==> config.mk <==
export PLATFORM = sky130hd
export DESIGN_NAME = zeck_stage
export DESIGN_NICKNAME = d
export VERILOG_FILES = /design/src/sv/zeck_pkg.sv /design/src/sv/zeck_stage.sv
export SDC_FILE = /design/constraint.sdc
export NUM_CORES = 1
export LEC_CHECK = 0
export BUFFER_PORTS_ARGS = -buffer_cell sky130_fd_sc_hd__buf_2
export CAP_MARGIN = 20
export CORE_ASPECT_RATIO = 0.6
export CORE_MARGIN = 3
export CORE_UTILIZATION = 46
export DETAILED_ROUTE_END_ITERATION = 7
export GPL_TIMING_DRIVEN = 0
export PLACE_DENSITY = 0.8
export SLEW_MARGIN = 10
export SYNTH_ARGS = -nofsm -noshare
export SYNTH_HDL_FRONTEND = slang
export SYNTH_SLANG_ARGS = --single-unit
==> constraint.sdc <==
create_clock -name aclk -period 2.8 [get_ports aclk]
set_input_delay 0.84 -clock aclk [delete_from_list [all_inputs] [get_ports aclk]]
set_output_delay 0.84 -clock aclk [all_outputs]
set_load 0.02 [all_outputs]
==> src/sv/zeck_pkg.sv <==
// Package for the Zeckendorf converter: default sizes and the Fibonacci weight function.
// No dependencies; imported by zeck_stage and zeckendorf_converter.
`default_nettype none

package zeck_pkg;

    localparam int DEF_VALUE_WIDTH = 32;
    localparam int DEF_DIGIT_COUNT = 46;
    localparam int WEIGHT_WIDTH    = 64;

    // Weight of digit idx: 1, 2, 3, 5, 8, ... saturating at the 64-bit maximum.
    function automatic logic [WEIGHT_WIDTH-1:0] fib_weight(input int idx);
        logic [WEIGHT_WIDTH-1:0] a;
        logic [WEIGHT_WIDTH-1:0] b;
        logic [WEIGHT_WIDTH:0]   s;
        int k;
        a = WEIGHT_WIDTH'(1);
        b = WEIGHT_WIDTH'(2);
        if (idx == 0) begin
            return a;
        end
        for (k = 2; k <= idx; k++) begin
            s = {1'b0, a} + {1'b0, b};
            a = b;
            b = s[WEIGHT_WIDTH] ? {WEIGHT_WIDTH{1'b1}} : s[WEIGHT_WIDTH-1:0];
        end
        return b;
    endfunction

endpackage

`default_nettype wire

==> src/sv/zeck_stage.sv <==
// One pipeline stage of the converter: compare-subtract against a single constant weight.
// Depends on zeck_pkg for the weight function.
`default_nettype none

module zeck_stage
    import zeck_pkg::*;
#(
    parameter int VALUE_WIDTH = DEF_VALUE_WIDTH,
    parameter int DIGIT_COUNT = DEF_DIGIT_COUNT,
    parameter int CNT_WIDTH   = $clog2(DEF_DIGIT_COUNT + 1),
    parameter int INDEX       = 0
) (
    input  wire logic                   aclk,
    input  wire logic                   aresetn,
    input  wire logic                   en,
    input  wire logic                   in_valid,
    input  wire logic [VALUE_WIDTH-1:0] in_rem,
    input  wire logic [DIGIT_COUNT-1:0] in_digs,
    input  wire logic [CNT_WIDTH-1:0]   in_count,
    input  wire logic                   in_found,
    output logic                        valid_reg,
    output logic [VALUE_WIDTH-1:0]      rem_reg,
    output logic [DIGIT_COUNT-1:0]      digs_reg,
    output logic [CNT_WIDTH-1:0]        count_reg,
    output logic                        found_reg
);

    localparam logic [WEIGHT_WIDTH-1:0] WEIGHT = fib_weight(INDEX);

    logic [WEIGHT_WIDTH-1:0] rem_ext;
    logic                    hit;
    logic [VALUE_WIDTH-1:0]  rem_next;
    logic [DIGIT_COUNT-1:0]  digs_next;
    logic [CNT_WIDTH-1:0]    count_next;
    logic                    found_next;

    assign rem_ext = WEIGHT_WIDTH'(in_rem);
    // Weights are at least one, so a hit also means a nonzero remainder.
    assign hit     = (rem_ext >= WEIGHT);

    always_comb begin
        rem_next   = in_rem;
        digs_next  = in_digs;
        count_next = in_count;
        found_next = in_found;
        if (hit) begin
            rem_next = in_rem - WEIGHT[VALUE_WIDTH-1:0];
            if (INDEX < WEIGHT_WIDTH) begin
                digs_next[INDEX] = 1'b1;
            end
            if (!in_found) begin
                found_next = 1'b1;
                count_next = CNT_WIDTH'(INDEX + 1);
            end
        end
    end

    always_ff @(posedge aclk) begin
        if (!aresetn) begin
            valid_reg <= 1'b0;
        end else if (en) begin
            valid_reg <= in_valid;
        end
    end

    always_ff @(posedge aclk) begin
        if (en) begin
            rem_reg   <= rem_next;
            digs_reg  <= digs_next;
            count_reg <= count_next;
            found_reg <= found_next;
        end
    end

endmodule

`default_nettype wire

* Word level (Yosys, flattened, before mapping)
Index checks and enable logic that the tools add are counted.
** Cells by class
- Order comparisons :: 1
- Add/subtract/negate cells :: 1
- Multiplexer cells :: 3
** Operators with widths (number)
- $ge A32 B1 Y1 const B :: 1
- $mux W32 :: 1
- $sub A32 B1 Y32 const B :: 1
- $mux W6 :: 2
** Word-level totals
- Bits in registers :: 86
- Input bits :: 89

* Depth between registers and ports, before layout
- Depth after elaboration :: 2
- Mapped depth :: 8
- Gate-level depth less buffers :: 6

* Worst setup path before layout
No wires, ideal clock.
- Path kind :: input to register
- Start point :: in in_rem[26]
- End point :: reg digs_reg[0], data pin
- Arrival :: 2.201 ns
- Required time :: 2.535 ns
- Stages :: 5
- Setup slack :: 0.333 ns
- Cells stage by stage :: or4_4 -> nor3_4 -> nand3b_2 -> buf_2 -> or3_1
** Between the ends
- Word-level cells in the longest chain between the ends :: 1
** RTL lines
- start, declared :: RTL line zeck_stage.sv:17 : input wire logic [VALUE_WIDTH-1:0] in_rem,
- $ge A32 B1 Y1 :: RTL line zeck_stage.sv:39 : assign hit = (rem_ext >= WEIGHT);
- end signal, assigned :: RTL line zeck_stage.sv:69 : digs_reg <= digs_next;
- end, declared :: RTL line zeck_stage.sv:23 : output logic [DIGIT_COUNT-1:0] digs_reg,
No other way between the ends.
A chain may end at the register's enable or synchronous reset.

* Final worst setup path
- Start point :: in in_rem[18]
- End point :: reg rem_reg[25], data pin
** Between the ends
- Word-level cells in the longest chain between the ends :: 2
** RTL lines
- $sub A32 B1 Y32 / $ge A32 B1 Y1 (equally long branches) :: RTL line zeck_stage.sv:47, zeck_stage.sv:39
- $mux W32 (*) :: RTL line zeck_stage.sv:46 : if (hit) begin
- via rem_next[25] :: RTL line zeck_stage.sv:32 : logic [VALUE_WIDTH-1:0] rem_next;
- end signal, assigned :: RTL line zeck_stage.sv:68 : rem_reg <= rem_next;
- end, declared :: RTL line zeck_stage.sv:22 : output logic [VALUE_WIDTH-1:0] rem_reg,
Mark *: on every way through the listed nets, which the timed path passes. The rest lies on a longest branch.

==> flow_summary.toml <==
[critical_path]
crit_family = "simple AND/OR/NAND/NOR gates"
crit_path_start_kind = "input pin"
path_buf_inv = 1
rrSetupSlack_ns = 2.21
rr_endpoint = "valid_reg"
arrival_ns = 2.62
reg2regPathDepth = 2
worstSetupEndpointType = "flop"
cpPeakStageDelay_ns = 0.57
cp_cell_sequence = "buf_2 -> nor4_1 -> nand2_1 -> nor3_1 -> nand3b_1 -> xnor2_1"
worst-setup-path-type = "input pin to flop"
cpMaxStageDelayCell = "nor3_1"
worst-endpoint-required_ns = 2.87
path_max_fanout = 5
reg2reg_from = "valid_reg"

[clocking]
post_cts_resized = 0
numCtsBuffers = 9
clock-sinks = 86
cts_max_level = 3
cts_tree = "built"
cts_setup_buffers = 0
cts_root_buffer = "clkbuf_16"
clock_path_buffers = 2
cts_hold_buf = 0
clkTransAtPathRegs_ns = 0.06
clock_latency_ns = 0.33

[pwr]
peakVddDrop_uv = 381
combPwrFrac_pct = 12.9
p_switching_w = 0.000776
p_leak_nw = 1.93
switching_share_pct = 25.4
cellInternalPower_w = 0.00228
p_clk_share_pct = 36.3
p_per_area_nw_per_um2 = 634
seqPwrFrac_pct = 50.8

[layout]
diodes = 0
fin_nets = 491
drive_above_1_share_pct = 51.6
regArea_um2 = 2570
multi_input_area_um2 = 888
area_growth_pct = 37.3
fin_area_um2 = 4820
largest_reg_flops = 46
final_core_utilization_pct = 68.6
num-fill-cells = 531

[route]
antenna_left = 0
drc = 0
vias = 2517
first_iter_violations = 203
firstDrtPassIters = 4
wire_per_inst_um = 17.4
via_per_inst = 4.98
routed_wl_um = 8780

[placement]
io_buffers = 174
gp_congestion = 0.811
hpwl_um = 6790
dpl-instance-area_um2 = 4530

[timing]
maxSlewHeadroom_pct = 57.7
tightest_slew_ns = 0.629
finalHoldViolCount = 0
rsz0062_at_grt = "false"
clock.fmax_mhz = 392
layout_min_cycle_time_ns = 2.55
fin_crit_sh_pct = 91.1
slew_viol_final = 0
setup_viol_count_final = 0
fin_worst_skew_ns = 0

[floorplanning]
core-area_um2 = 7020
die_x_um = 119
io_pins = 175
die_h_um = 73.6
die-area_um2 = 8740
num_rows = 23
start_util_pct = 49.9

[logic_synthesis]
ys_seq_elements = 86
synth-seq-area-share_pct = 73.3
yosysWarningCount = 0
yosysUniqueCellTypes = 41
synthesis.nets = 305
avgSynthCellArea_um2 = 16.4
synth_area_um2 = 3510
synthesis.instances = 214

[worst_hold_path]
whs_path_depth = 2
min_from = "valid_reg"
min_path_type = "flop to flop"
hold_end = "valid_reg"

[job]
drv_cap = 0

[run_status]
outcome = "finished clean"

[global_routing]
grt_max_degree = 52
track_usage_pct = 20.4
antenna_found_initial = 0
grt_pass1_vias = 2539
grt_pass1_wl_um = 13400
gr-total-overflow = 0
per-stage QoR:
step / hold slack [ns] / power, W / cells / setup TNS, ns / worst slack, ns
after CTS: 0.526 / 0.00308 / 505 / 0 / 0.301
after floorplan: 0.589 / 0.00176 / 214 / 0 / 0.333
after global placement: 0.494 / 0.00196 / 488 / 0 / 0.0514
final: 0.525 / 0.00305 / 505 / 0 / 0.250
after global routing: 0.572 / 0.00317 / 505 / 0 / 0.0398
after detailed placement: 0.511 / 0.00198 / 489 / -0.152 / -0.0496
cell usage after synthesis (all sizes together):
cell / count / area share [%]
and4b: 1 / 0.29
nor2: 13 / 1.6
o21bai: 1 / 0.21
nand2: 10 / 1.1
nand3: 9 / 1.3
nor3b: 1 / 0.21
xor2: 3 / 0.75
ha: 2 / 0.71
nand4: 2 / 0.54
nand4b: 2 / 0.50
dfxtp: 1 / 0.57
mux2i: 3 / 0.86
nor2b: 1 / 0.18
or4: 2 / 0.54
and2: 1 / 0.18
buf: 4 / 1.1
nand3b: 3 / 0.75
and3: 1 / 0.18
o21a: 5 / 1.1
o31ai: 1 / 0.21
nand2b: 2 / 0.36
xnor2: 24 / 6.0
a31oi: 1 / 0.18
o21ai: 13 / 2.6
o211ai: 3 / 0.64
inv: 2 / 0.21
or3: 2 / 0.36
nor4b: 1 / 0.43
or2: 1 / 0.18
edfxtp: 85 / 73
nor3: 6 / 1.2
nor4: 8 / 2.3
cell type report:
cell class | count | share of cell area [%]
Inverter | 2 | 0.156
Clock inverter | 7 | 1.20
Multi-Input combinational cell | 122 | 18.4
Tap cell | 100 | 2.60
Clock buffer | 9 | 4.68
Sequential cell | 86 | 53.4
Buffer | 4 | 0.805
Timing Repair Buffer | 175 | 18.7
tightest hold or removal path, stage by stage (launching register included):
cell and delay (ns):
dfxtp_1 0.33, mux2i_1 0.07, nor2b_1 0.10
power by group through the flow:
stage	clock (W)	combinational (W)	sequential [W]
2_1_floorplan	0	0.0000416	0.00172
3_3_place_gp	0	0.000381	0.00158
3_5_place_dp	0	0.000395	0.00158
4_1_cts	0.00113	0.000396	0.00155
5_1_grt	0.00119	0.000418	0.00156
6_report	0.00111	0.000393	0.00155
cells by family after synthesis:
family / synth area share [%]
buffers and inverters: 1.32
xor gates and xnor gates: 6.74
DFF: 73.4
adders and majority gates: 0.713
AOI/OAI and AO/OA: 4.92
and+or+nand+nor: 12.1
muxes: 0.856
layout by cell type, fill, tap and decap left out, types with 2 or more instances in the layout:
master,Yosys,layout
o21ai_0,4,4
o211ai_1,3,3
clkbuf_16,0,9
buf_6,3,3
edfxtp_1,85,85
or3_1,2,2
nor3_1,5,5
mux2i_1,3,3
o21a_1,5,5
inv_1,2,2
o21ai_1,2,2
nand3_1,9,9
nor2_1,12,12
xnor2_1,24,24
nand4b_1,2,2
clkinv_4,0,3
xor2_1,3,3
buf_2,1,174
ha_1,2,2
nand3b_1,2,2
nor4_4,2,2
o21ai_2,7,7
nor4_1,6,6
nand2b_1,2,2
nand2_1,10,10
routing by layer:
| layer | share of wire, % | up-vias | GRT usage, % | wire length [um] |
|---|---|---|---|---|
| li1 | - | 1204 | - | - |
| met1 | 41 | 1201 | 24.7 | 3610 |
| met2 | 52 | 104 | 36.4 | 4530 |
| met3 | 6.5 | 8 | 6.15 | 574 |
| met4 | 0.69 | 0 | 5.13 | 61 |
| met5 | 0 | - | 0 | 0 |
worst max path at each step:
stage | from | to | slack [ns] | cells past startpoint
finish | in_rem[18] | rem_reg[25] | 0.25 | 6
CTS | in_rem[18] | rem_reg[25] | 0.30 | 6
detailed placement | in_rem[18] | rem_reg[31] | -0.05 | 6
global placement | in_rem[18] | found_reg | 0.05 | 6
floorplan | in_rem[26] | digs_reg[0] | 0.33 | 5
global route | in_rem[18] | rem_reg[25] | 0.04 | 6
No activity file was read; power rests on OpenSTA's default activity.
